`src/pcc_pkg.sv`:
```
// ----------------------------------------------------------------------------
// pcc_pkg
// Types, constants and the CRC32C table function shared by the checksum block.
// ----------------------------------------------------------------------------
package pcc_pkg;

	localparam int unsigned LEN_W = 13;

	localparam logic [31:0]      CRC_POLY  = 32'h82F6_3B78;
	localparam logic [31:0]      CRC_INIT  = 32'hFFFF_FFFF;
	localparam logic [16:0]      ADLER_MOD = 17'd65521;
	localparam logic [LEN_W-1:0] LEN_SAT   = 13'd8191;
	localparam logic [LEN_W-1:0] MIN_RESET = 13'd16;
	localparam logic [LEN_W-1:0] MAX_RESET = 13'd5552;

	// Configuration register indexes
	localparam logic [1:0] CFG_IDX_TYPE = 2'd0;
	localparam logic [1:0] CFG_IDX_MIN  = 2'd1;
	localparam logic [1:0] CFG_IDX_MAX  = 2'd2;

	// Checksum selection codes
	localparam logic CK_CRC32C = 1'b0;
	localparam logic CK_ADLER  = 1'b1;

	typedef struct packed {
		logic [7:0] data_byte;
		logic       last_byte;
	} in_t;

	typedef struct packed {
		logic [31:0]      checksum_value;
		logic             checksum_match;
		logic             length_in_range;
		logic             length_aligned;
		logic             packet_good;
		logic [LEN_W-1:0] packet_length;
	} res_t;

	// Classified byte passed from front to back
	typedef struct packed {
		logic [7:0]       data_byte;
		logic             field_en;
		logic [1:0]       field_sel;
		logic             last_byte;
		logic [LEN_W-1:0] packet_length;
	} cls_t;

	typedef struct packed {
		logic             checksum_type;
		logic [LEN_W-1:0] min_length;
		logic [LEN_W-1:0] max_length;
	} cfg_t;

	// Reflected CRC32C table entry for one index byte
	function automatic logic [31:0] crc_table(input logic [7:0] idx);
		logic [31:0] c;
		c = {24'd0, idx};
		for (int k = 0; k < 8; k++) begin
			c = c[0] ? ((c >> 1) ^ CRC_POLY) : (c >> 1);
		end
		return c;
	endfunction

endpackage

```
`src/pcc_fifo.sv`:
```
// ----------------------------------------------------------------------------
// pcc_fifo
// Small first-in first-out queue of register storage, any payload type.
// ----------------------------------------------------------------------------
module pcc_fifo #(
	parameter int  DEPTH = 4,
	parameter type T     = logic
) (
	input  logic clk,
	input  logic arst_n,
	input  logic wr_en,
	input  T     wr_data,
	input  logic rd_en,
	output T     rd_data,
	output logic full,
	output logic empty
);

	localparam int PW = (DEPTH > 1) ? $clog2(DEPTH) : 1;
	localparam int CW = $clog2(DEPTH + 1);

	T                mem_q [DEPTH];
	logic [PW-1:0]   wr_ptr_q;
	logic [PW-1:0]   rd_ptr_q;
	logic [CW-1:0]   cnt_q;
	logic            do_wr;
	logic            do_rd;

	assign full    = (cnt_q == CW'(DEPTH));
	assign empty   = (cnt_q == '0);
	assign do_wr   = wr_en && !full;
	assign do_rd   = rd_en && !empty;
	assign rd_data = mem_q[rd_ptr_q];

	always_ff @(posedge clk) begin
		if (do_wr) begin
			mem_q[wr_ptr_q] <= wr_data;
		end
	end

	always_ff @(posedge clk or negedge arst_n) begin
		if (!arst_n) begin
			wr_ptr_q <= '0;
			rd_ptr_q <= '0;
			cnt_q    <= '0;
		end else begin
			if (do_wr) begin
				wr_ptr_q <= (wr_ptr_q == PW'(DEPTH - 1)) ? '0 : wr_ptr_q + 1'b1;
			end
			if (do_rd) begin
				rd_ptr_q <= (rd_ptr_q == PW'(DEPTH - 1)) ? '0 : rd_ptr_q + 1'b1;
			end
			if (do_wr && !do_rd) begin
				cnt_q <= cnt_q + 1'b1;
			end else if (do_rd && !do_wr) begin
				cnt_q <= cnt_q - 1'b1;
			end
		end
	end

endmodule

```
`src/pcc_front.sv`:
```
// ----------------------------------------------------------------------------
// pcc_front
// Counts packet bytes and marks the checksum field bytes for the back end.
// ----------------------------------------------------------------------------
module pcc_front (
	input  logic          clk,
	input  logic          arst_n,
	input  logic          accept,
	input  pcc_pkg::in_t  item,
	output pcc_pkg::cls_t cls
);

	logic [pcc_pkg::LEN_W-1:0] cnt_q;
	logic [pcc_pkg::LEN_W-1:0] len_next;

	// Saturate so that a long packet never re-enters the field window
	assign len_next = (cnt_q == pcc_pkg::LEN_SAT) ? cnt_q : cnt_q + 1'b1;

	always_comb begin
		cls.data_byte     = item.data_byte;
		cls.field_en      = (cnt_q >= 13'd8) && (cnt_q <= 13'd11);
		cls.field_sel     = cnt_q[1:0];
		cls.last_byte     = item.last_byte;
		cls.packet_length = len_next;
	end

	always_ff @(posedge clk or negedge arst_n) begin
		if (!arst_n) begin
			cnt_q <= '0;
		end else if (accept) begin
			cnt_q <= item.last_byte ? '0 : len_next;
		end
	end

endmodule

```
`src/pcc_back.sv`:
```
// ----------------------------------------------------------------------------
// pcc_back
// Runs CRC32C and Adler-32 over classified bytes and forms the packet verdict.
// ----------------------------------------------------------------------------
module pcc_back (
	input  logic          clk,
	input  logic          arst_n,
	input  pcc_pkg::cfg_t cfg,
	input  pcc_pkg::cls_t cls,
	input  logic          cls_valid,
	output logic          cls_pop,
	input  logic          res_full,
	output logic          res_push,
	output pcc_pkg::res_t res
);

	logic [31:0] crc_q;
	logic [15:0] low_q;
	logic [15:0] high_q;
	logic [31:0] field_q;

	logic [7:0]  b;
	logic [31:0] crc_next;
	logic [16:0] low_sum;
	logic [15:0] low_next;
	logic [16:0] high_sum;
	logic [15:0] high_next;
	logic [31:0] field_next;
	logic        adv;

	logic                      valid_s1;
	logic [31:0]               crc_s1;
	logic [31:0]               adl_s1;
	logic [31:0]               field_s1;
	logic [pcc_pkg::LEN_W-1:0] len_s1;
	logic                      type_s1;

	logic [31:0] field_be;
	logic        match;
	logic        in_range;
	logic        aligned;

	assign adv     = !valid_s1 || !res_full;
	assign cls_pop = cls_valid && adv;

	// Field bytes count as zero in both sums
	assign b        = cls.field_en ? 8'd0 : cls.data_byte;
	assign crc_next = pcc_pkg::crc_table(crc_q[7:0] ^ b) ^ (crc_q >> 8);

	always_comb begin
		low_sum   = {1'b0, low_q} + {9'd0, b};
		low_next  = (low_sum >= pcc_pkg::ADLER_MOD) ?
			16'(low_sum - pcc_pkg::ADLER_MOD) : low_sum[15:0];
		high_sum  = {1'b0, high_q} + {1'b0, low_next};
		high_next = (high_sum >= pcc_pkg::ADLER_MOD) ?
			16'(high_sum - pcc_pkg::ADLER_MOD) : high_sum[15:0];
	end

	always_comb begin
		field_next = field_q;
		for (int i = 0; i < 4; i++) begin
			if (cls.field_en && (cls.field_sel == 2'(i))) begin
				field_next[8*i +: 8] = cls.data_byte;
			end
		end
	end

	always_ff @(posedge clk or negedge arst_n) begin
		if (!arst_n) begin
			crc_q    <= pcc_pkg::CRC_INIT;
			low_q    <= 16'd1;
			high_q   <= 16'd0;
			field_q  <= '0;
			valid_s1 <= 1'b0;
		end else if (adv) begin
			valid_s1 <= cls_pop && cls.last_byte;
			if (cls_pop) begin
				if (cls.last_byte) begin
					crc_q   <= pcc_pkg::CRC_INIT;
					low_q   <= 16'd1;
					high_q  <= 16'd0;
					field_q <= '0;
				end else begin
					crc_q   <= crc_next;
					low_q   <= low_next;
					high_q  <= high_next;
					field_q <= field_next;
				end
			end
		end
	end

	// Snapshot of the finished packet, held until the result queue has room
	always_ff @(posedge clk) begin
		if (adv && cls_pop && cls.last_byte) begin
			crc_s1   <= ~crc_next;
			adl_s1   <= {high_next, low_next};
			field_s1 <= field_next;
			len_s1   <= cls.packet_length;
			type_s1  <= cfg.checksum_type;
		end
	end

	assign field_be = {field_s1[7:0], field_s1[15:8], field_s1[23:16], field_s1[31:24]};
	assign match    = (type_s1 == pcc_pkg::CK_ADLER) ? (field_be == adl_s1)
		: (field_s1 == crc_s1);
	assign in_range = (len_s1 >= cfg.min_length) && (len_s1 <= cfg.max_length)
		&& (len_s1 != pcc_pkg::LEN_SAT);
	assign aligned  = (len_s1[1:0] == 2'd0);

	assign res_push = valid_s1 && !res_full;

	always_comb begin
		res.checksum_value  = (type_s1 == pcc_pkg::CK_ADLER) ? adl_s1 : crc_s1;
		res.checksum_match  = match;
		res.length_in_range = in_range;
		res.length_aligned  = aligned;
		res.packet_good     = match && in_range && aligned;
		res.packet_length   = len_s1;
	end

endmodule

```
`src/packet_checksum_crc32c_adler32.sv`:
```
// ----------------------------------------------------------------------------
// packet_checksum_crc32c_adler32
// Per-packet CRC32C or Adler-32 check and generate with length checks.
// ----------------------------------------------------------------------------
// Throughput: one byte per cycle while the result queue has room; the table and sum update is combinational.
// The result of a packet reaches the result port once its last byte has passed
// the byte queue, the snapshot stage and the result queue, in that order.
// Reset clears both queues and all sums; registers return to CRC32C,
// minimum 16 and maximum 5552. No clearing pass is needed.
module packet_checksum_crc32c_adler32 #(
	parameter int MID_DEPTH = 4,
	parameter int RES_DEPTH = 2
) (
	input  logic                      clk,
	input  logic                      arst_n,
	input  logic                      push,
	output logic                      full,
	input  pcc_pkg::in_t              item,
	output logic                      empty,
	input  logic                      pop,
	output pcc_pkg::res_t             result,
	input  logic                      cfg_valid,
	output logic                      cfg_ready,
	input  logic [1:0]                cfg_index,
	input  logic [pcc_pkg::LEN_W-1:0] cfg_data
);

	pcc_pkg::cfg_t cfg_q;
	pcc_pkg::cls_t cls_w;
	pcc_pkg::cls_t cls_r;
	pcc_pkg::res_t res_w;
	logic          accept;
	logic          mid_empty;
	logic          cls_pop;
	logic          res_full;
	logic          res_push;

	assign cfg_ready = 1'b1;
	assign accept    = push && !full;

	always_ff @(posedge clk or negedge arst_n) begin
		if (!arst_n) begin
			cfg_q.checksum_type <= pcc_pkg::CK_CRC32C;
			cfg_q.min_length    <= pcc_pkg::MIN_RESET;
			cfg_q.max_length    <= pcc_pkg::MAX_RESET;
		end else if (cfg_valid && cfg_ready) begin
			case (cfg_index)
				pcc_pkg::CFG_IDX_TYPE: cfg_q.checksum_type <= cfg_data[0];
				pcc_pkg::CFG_IDX_MIN:  cfg_q.min_length    <= cfg_data;
				pcc_pkg::CFG_IDX_MAX:  cfg_q.max_length    <= cfg_data;
				default: ;
			endcase
		end
	end

	pcc_front u_front (
		.clk    (clk),
		.arst_n (arst_n),
		.accept (accept),
		.item   (item),
		.cls    (cls_w)
	);

	pcc_fifo #(
		.DEPTH (MID_DEPTH),
		.T     (pcc_pkg::cls_t)
	) u_mid_q (
		.clk     (clk),
		.arst_n  (arst_n),
		.wr_en   (push),
		.wr_data (cls_w),
		.rd_en   (cls_pop),
		.rd_data (cls_r),
		.full    (full),
		.empty   (mid_empty)
	);

	pcc_back u_back (
		.clk       (clk),
		.arst_n    (arst_n),
		.cfg       (cfg_q),
		.cls       (cls_r),
		.cls_valid (!mid_empty),
		.cls_pop   (cls_pop),
		.res_full  (res_full),
		.res_push  (res_push),
		.res       (res_w)
	);

	pcc_fifo #(
		.DEPTH (RES_DEPTH),
		.T     (pcc_pkg::res_t)
	) u_res_q (
		.clk     (clk),
		.arst_n  (arst_n),
		.wr_en   (res_push),
		.wr_data (res_w),
		.rd_en   (pop),
		.rd_data (result),
		.full    (res_full),
		.empty   (empty)
	);

endmodule

```
`config.mk`:
```
export PLATFORM = sky130hd
export DESIGN_NAME = packet_checksum_crc32c_adler32
export DESIGN_NICKNAME = d
export VERILOG_FILES = /design/src/pcc_pkg.sv /design/src/pcc_fifo.sv /design/src/pcc_front.sv /design/src/pcc_back.sv /design/src/packet_checksum_crc32c_adler32.sv
export SDC_FILE = /design/constraint.sdc
export NUM_CORES = 1
export LEC_CHECK = 0
export BUFFER_PORTS_ARGS = -buffer_cell sky130_fd_sc_hd__clkbuf_2
export CORE_UTILIZATION = 35
export CTS_BUF_LIST = sky130_fd_sc_hd__clkbuf_4
export DETAILED_ROUTE_END_ITERATION = 8
export REMOVE_ABC_BUFFERS = 1
export SYNTH_ARGS = -nofsm -noshare
export SYNTH_HDL_FRONTEND = slang
export SYNTH_SLANG_ARGS = --single-unit
```
`constraint.sdc`:
```
create_clock -name clk -period 13.8 [get_ports clk]
set_input_delay 4.14 -clock clk [delete_from_list [all_inputs] [get_ports clk]]
set_output_delay 4.14 -clock clk [all_outputs]
set_load 0.01 [all_outputs]
```
# After elaboration in Yosys (flattened, before gate mapping)
# Memory sizes are Yosys's and may differ from the RTL's.
# Index checks and enable logic that the tools add are counted.
[op_classes]
add_sub_neg = 13
magnitude_cmp = 6
eq_ne = 13
muxes = 35
bitwise = 11
reduce_logical = 43
[op_table]
columns = ["op", "n"]
rows = [
  ["$mux W32", 11],
  ["$not A16 Y17", 7],
  ["$eq A32 B32 Y1", 2],
  ["$mux W16", 4],
  ["$mux W8", 5],
  ["$ge A17 B16 Y1 const B", 2],
  ["$not A32 Y32", 1],
  ["$sub A16 B16 Y16 const B", 2],
  ["$xor A32 B24 Y32", 1],
  ["$mux W13", 2],
  ["$logic_and A1 B1 Y1", 22],
  ["$add A16 B16 Y17", 1],
  ["$add A16 B8 Y17", 1],
  ["$not A4 Y17", 1],
  ["$add A13 B1 Y13 const B", 1],
  ["$eq A13 B13 Y1 const B", 1],
  ["$ge A13 B13 Y1", 1],
  ["$ge A13 B4 Y1 const B", 1],
  ["$le A13 B13 Y1", 1],
  ["$le A13 B4 Y1 const B", 1],
  ["$ne A13 B13 Y1 const B", 1],
  ["$eq A2 B2 Y1 const B", 6],
  ["$logic_not A1 Y1", 9],
  ["$logic_not A2 Y1", 4],
  ["15 further kinds", 33],
]
[totals]
regBits = 258
ram_bits = 198
wordCells = 143
memories = 2
[mem_list]
columns = ["name", "words", "word_bits", "rd", "rd_clocked_by_memory_dff", "wr", "line_no", "source"]
rows = [
  ["u_mid_q.mem_q", 4, 25, 1, 0, 1, "pcc_fifo.sv:22", "T mem_q [DEPTH];"],
  ["u_res_q.mem_q", 2, 49, 1, 0, 1, "pcc_fifo.sv:22", ""],
]

# Logic depth before layout (Yosys ltp)
# An unclocked memory read counts as a cell.
[depth]
depth_word = 21
depth_mapped = 30
depth_no_buf = 25

# By module
# A second synthesis with hierarchy kept.
[unflattened]
cells_unflattened = 1637
area_unflattened_um2 = 22699.3
[by_module_without_submodules]
columns = ["module", "n_inst", "cells_each", "area_each_um2"]
rows = [
  ["pcc_back", 1, 1110, 12419.4],
  ["pcc_fifo at u_mid_q", 1, 168, 4075.2],
  ["pcc_fifo at u_res_q", 1, 172, 3986.3],
  ["packet_checksum_crc32c_adler32", 1, 63, 1154.9],
  ["pcc_front", 1, 124, 1063.5],
]

# Least setup slack after synthesis
# OpenSTA, ideal clock, no wires.
[synth_timing]
path_kind = "register to register"
startpoint = "register u_mid_q.rd_ptr_q[0]"
endpoint = "register u_back.adl_s1[22] (data pin)"
setup_time_ns = 0.278
arrival_ns = 6.804
t_required_ns = 13.522
slack_ns = 6.719
path_stages_with_launch = 30
synth_period_minus_slack_ns = 7.081
cell_sequence = "dfrtp_1 mux4_2 buf_4 nor2b_4 ha_1 inv_1 fa_1 nand2b_1 a211oi_1 or2_2 clkbuf_1 nand2_1 xor2_1 nor4b_2 nor2_1 xnor2_1 ha_1 inv_1 fa_1 and3b_1 o21ai_0 a211oi_1 nor2_1 xnor2_1 and4_1 clkbuf_1 a31o_2 clkbuf_1 nand3_1 xor2_1"
[synth_via]
elab_chain_len = 8
word_cells_on_any_way = 10
cone_classes = "4 x add/sub; 2 x order compare; 3 x mux; 1 x memory"
[synth_rtl]
columns = ["element", "line_no", "source"]
rows = [
  ["from (decl)", "pcc_fifo.sv:24", "logic [PW-1:0] rd_ptr_q;"],
  ["from (signal assigned)", "pcc_fifo.sv:51", "rd_ptr_q <= (rd_ptr_q == PW'(DEPTH - 1)) ? '0 : rd_ptr_q + 1'b1;"],
  ["$mem_v2 Z4 W25 (*)", "-", ""],
  ["$mux W8 (*)", "pcc_back.sv:47", "assign b = cls.field_en ? 8'd0 : cls.data_byte;"],
  ["$add A16 B8 Y17 (*)", "pcc_back.sv:51", "low_sum = {1'b0, low_q} + {9'd0, b};"],
  ["$sub A16 B16 Y16 or $ge A17 B16 Y1 (tied branches)", "pcc_back.sv:53, pcc_back.sv:52", ""],
  ["$mux W16 (*)", "pcc_back.sv:52", "low_next = (low_sum >= pcc_pkg::ADLER_MOD) ?"],
  ["net u_back.low_next[0]", "pcc_back.sv:25", "logic [15:0] low_next;"],
  ["$add A16 B16 Y17 (*)", "pcc_back.sv:54", "high_sum = {1'b0, high_q} + {1'b0, low_next};"],
  ["$sub A16 B16 Y16 or $ge A17 B16 Y1 (tied branches)", "pcc_back.sv:56, pcc_back.sv:55", ""],
  ["$mux W16 (*)", "pcc_back.sv:55", "high_next = (high_sum >= pcc_pkg::ADLER_MOD) ?"],
  ["net u_back.high_next[6]", "pcc_back.sv:27", "logic [15:0] high_next;"],
  ["to (signal assigned)", "pcc_back.sv:97", "adl_s1 <= {high_next, low_next};"],
  ["to (decl)", "pcc_back.sv:33", "logic [31:0] adl_s1;"],
]
# The timed path passes the listed nets; every way through them passes the cells marked *.
# A chain may end at the register's enable or synchronous reset.

# Final worst setup path
# Same ends and word-level chain as after synthesis.

==> flow_metrics.env <==
export IMPL_drt_vias_per_instance=5.10
export IMPL_nets=1873
export IMPL_rsz0062_at_grt="no"
export IMPL_routed_wl_mm=54.8
export IMPL_worstHoldPathType="reg -> reg"
export IMPL_cp_end_kind="register"
export IMPL_grt_use_total=0.173
export IMPL_finalHoldViolCount=0
export IMPL_grt_max_degree=85
export IMPL_drt_first_pass_iters=6
export IMPL_setup_tns_final_ns=0
export IMPL_fin_crit_ns=8.63
export IMPL_postRouteAntennaNets=0
export IMPL_ys_warn_count=0
export IMPL_max_freq_mhz=116
export IMPL_multi_input_area_sq_um=8680
export IMPL_critPathArrivalTime_ns=9.27
export IMPL_cts_sinks=456
export IMPL_num_vias=13900
export IMPL_path_max_fanout=30
export IMPL_rows=91
export IMPL_post_cts_buffers=0
export IMPL_drv_slew=0
export IMPL_crit_path_start_kind="register"
export IMPL_syn_area_sq_um=22100
export IMPL_ys_types=79
export IMPL_antenna_found_initial=3
export IMPL_synthArstFlopShare=0.325
export IMPL_ys_seq_area_frac=0.588
export IMPL_regArea_sq_um=13000
export IMPL_grt_pass1_vias=13900
export IMPL_worstMarginPinSlew_ns=1.00
export IMPL_n_fill_cell=5822
export IMPL_hpwl_mm=38.0
export IMPL_yosys_area_share_simple=0.0837
export IMPL_clk_insertion_delay_late_ns=0.92
export IMPL_final_setup_viol_count=0
export IMPL_timing_rr_start="u_mid_q.rd_ptr_q[0]"
export IMPL_dieArea_sq_um=64200
export IMPL_crit_type="reg -> reg"
export IMPL_start_util=0.357
export IMPL_ys_ff_latch=456
export IMPL_wl_per_cell_um=20.2
export IMPL_outcome="finished, final reports clean"
export IMPL_cts_buffers=116
export IMPL_clk_pin_slew_ns=0.07
export IMPL_worst_r2r_setup_slack_ns=5.17
export IMPL_cp_startpoint="u_mid_q.rd_ptr_q[0]"
export IMPL_dr_first_iter_drc_count=1053
export IMPL_synth_top_family_by_area="multiplexers"
export IMPL_synth_edf_count=308
export IMPL_die_w_um=253
export IMPL_crit_required_ns=14.44
export IMPL_syn_avg_cell_area_sq_um=13.6
export IMPL_min_from="u_back.low_q[2]"
export IMPL_drv_cap=0
export IMPL_synth_compound_area_share=0.0805
export IMPL_dieHeight_um=253
export IMPL_grt_ovfl_total=0
export IMPL_slew_headroom=0.332
export IMPL_finClkSkew_ns=0.104
export IMPL_synth_adder_area_share=0.0395
export IMPL_muxShareOfSynthArea=0.0984
export IMPL_place_congestion=0.904
export IMPL_synth_flop_cell="edfxtp_1"
export IMPL_period_share=0.625
export IMPL_clockRootBuffer="clkbuf_4"
export IMPL_synth_xor_area_frac=0.0888
export IMPL_core_sq_um=62100
export IMPL_cts_max_level=3
export IMPL_cts_tree="done"
export IMPL_clockBufferDepth=3
export IMPL_boundaryPins=81
export IMPL_layout_drive_gt1_share=0.283
export IMPL_grt_pass1_wl_mm=83.4
export IMPL_ctsHoldBuffers=0
export IMPL_synth_cells=1622
export IMPL_cts_resized=0
export IMPL_syn2layout_area_growth_pct=13.3
export IMPL_drc_errors=0
export IMPL_io_buffers=79
## synth_stat cells (5+ instances only)
master      n  share of area
xnor2_1   117          0.046
nor3_1     17         0.0038
o211ai_1    7         0.0024
nor2b_1     8         0.0023
edfxtp_1  308           0.42
o31ai_1     7         0.0024
buf_1       9         0.0015
nand2b_1   12         0.0034
nor4_1     13         0.0037
mux2_2    140          0.071
clkbuf_1   46         0.0078
nand4_1    23         0.0065
mux2i_1     6         0.0027
xnor2_2     5         0.0037
ha_1       65          0.037
a211oi_1    9         0.0031
nand2_1    79          0.013
a22o_1     46          0.018
and2_1     11         0.0031
and3_1     21         0.0059
a21o_1     17         0.0058
dfrtp_1   108           0.12
and4_1      8         0.0032
nand3b_1    9         0.0031
a21oi_1    63          0.014
inv_1      61          0.010
nand3_1    28         0.0063
o21ai_0    42         0.0095
nor2b_4     5         0.0031
or3_1       6         0.0017
a221o_1    10         0.0045
xor2_1     68          0.027
xnor2_4     7         0.0087
nor2_1     82          0.014
dfstp_2    40          0.048
mux4_2     24          0.024
a31oi_1     6         0.0017
## cell families after synthesis
family                     Yosys count
muxes                              170
other                                1
buffers and inverters              121
adders and majority gates           68
xor gates and xnor gates           201
and+or+nand+nor                    349
DFF                                456
AOI/OAI and AO/OA                  256
## cell type report
cell class,count,area share
Tap cell,837,0.0418
Inverter,61,0.00914
Clock inverter,57,0.0135
Multi-Input combinational cell,1045,0.346
Sequential cell,456,0.519
Clock buffer,164,0.0491
Antenna cell,1,0.0000998
Timing Repair Buffer,96,0.0211
## cells in the final DEF (no fill, tap or decap), types with 20 or more instances in the layout
| cell type | n |
|---|---|
| mux2_2 | 140 |
| nand4_1 | 23 |
| dfstp_2 | 40 |
| clkbuf_2 | 78 |
| a22o_1 | 46 |
| o21ai_0 | 42 |
| mux4_2 | 24 |
| nand2_1 | 79 |
| ha_1 | 65 |
| xor2_1 | 68 |
| xnor2_1 | 117 |
| a21oi_1 | 63 |
| nand3_1 | 28 |
| nor2_1 | 79 |
| inv_1 | 60 |
| and3_1 | 20 |
| dfrtp_1 | 106 |
| clkinv_1 | 32 |
| clkbuf_4 | 164 |
| edfxtp_1 | 308 |
## routing by layer
layer	GRT usage	routed length, um	vias up
met5	0	23	-
met4	0.0589	1100	4
met3	0.0394	3640	79
met2	0.271	25600	431
met1	0.235	24400	6892
li1	-	-	6445
## state kept, by name, summed over array words and instances (netlist names)
register	cells
u_back.adl_s1	32
u_mid_q.rd_ptr_q	2
u_mid_q.mem_q	100
u_res_q.mem_q	98
u_back.valid_s1	1
u_back.len_s1	13
u_mid_q.wr_ptr_q	2
u_back.crc_q	32
u_front.cnt_q	13
u_res_q.rd_ptr_q	1
u_back.crc_s1	32
u_back.field_s1	32
u_back.high_q	16
u_back.type_s1	1
u_back.field_q	32
u_res_q.cnt_q	2
u_mid_q.cnt_q	3
cfg_q	27
u_back.low_q	16
u_res_q.wr_ptr_q	1
## final timing paths
check	endpoint	cells past startpoint
max	u_back.adl_s1[22]	25
min	u_back.low_q[2]	2
max reg2reg	u_back.adl_s1[22]	25
min reg2reg	u_back.low_q[2]	2
max in group asynchronous	u_back.crc_q[31]	3
min in group asynchronous	u_back.high_q[8]	1
## worst max-delay path: stages, from the launching register on
cell,delay [ns]
dfrtp_2,0.98
mux4_2,0.82
nor2b_4,0.25
ha_1,0.20
inv_1,0.05
fa_1,0.38
nand2b_1,0.19
a211oi_1,0.50
or2_2,0.27
nand2_1,0.10
xor2_1,0.19
nor4b_2,0.63
nor2_1,0.18
xnor2_1,0.30
ha_1,0.25
inv_1,0.06
fa_1,0.42
and3b_1,0.25
o21ai_0,0.11
a211oi_1,0.37
nor2_1,0.11
xnor2_1,0.48
and4_1,0.40
a31o_2,0.51
nand3_1,0.21
xor2_1,0.19
## through the flow
stage	cell area, sq um	cells	hold slack, ns	utilization	setup WS [ns]
floorplan	21900	1562	0.421	-	5.98
global placement	23500	2495	0.474	0.379	5.33
detailed placement	23500	2495	0.478	0.379	5.15
CTS	25100	2716	0.495	0.404	5.17
global route	25100	2717	0.515	0.404	4.39
finish	25100	2717	0.496	0.404	5.17
Power is left out: the tool's default activity adds up to more than one toggle a clock period on the data nets, which glitch-free logic cannot reach.
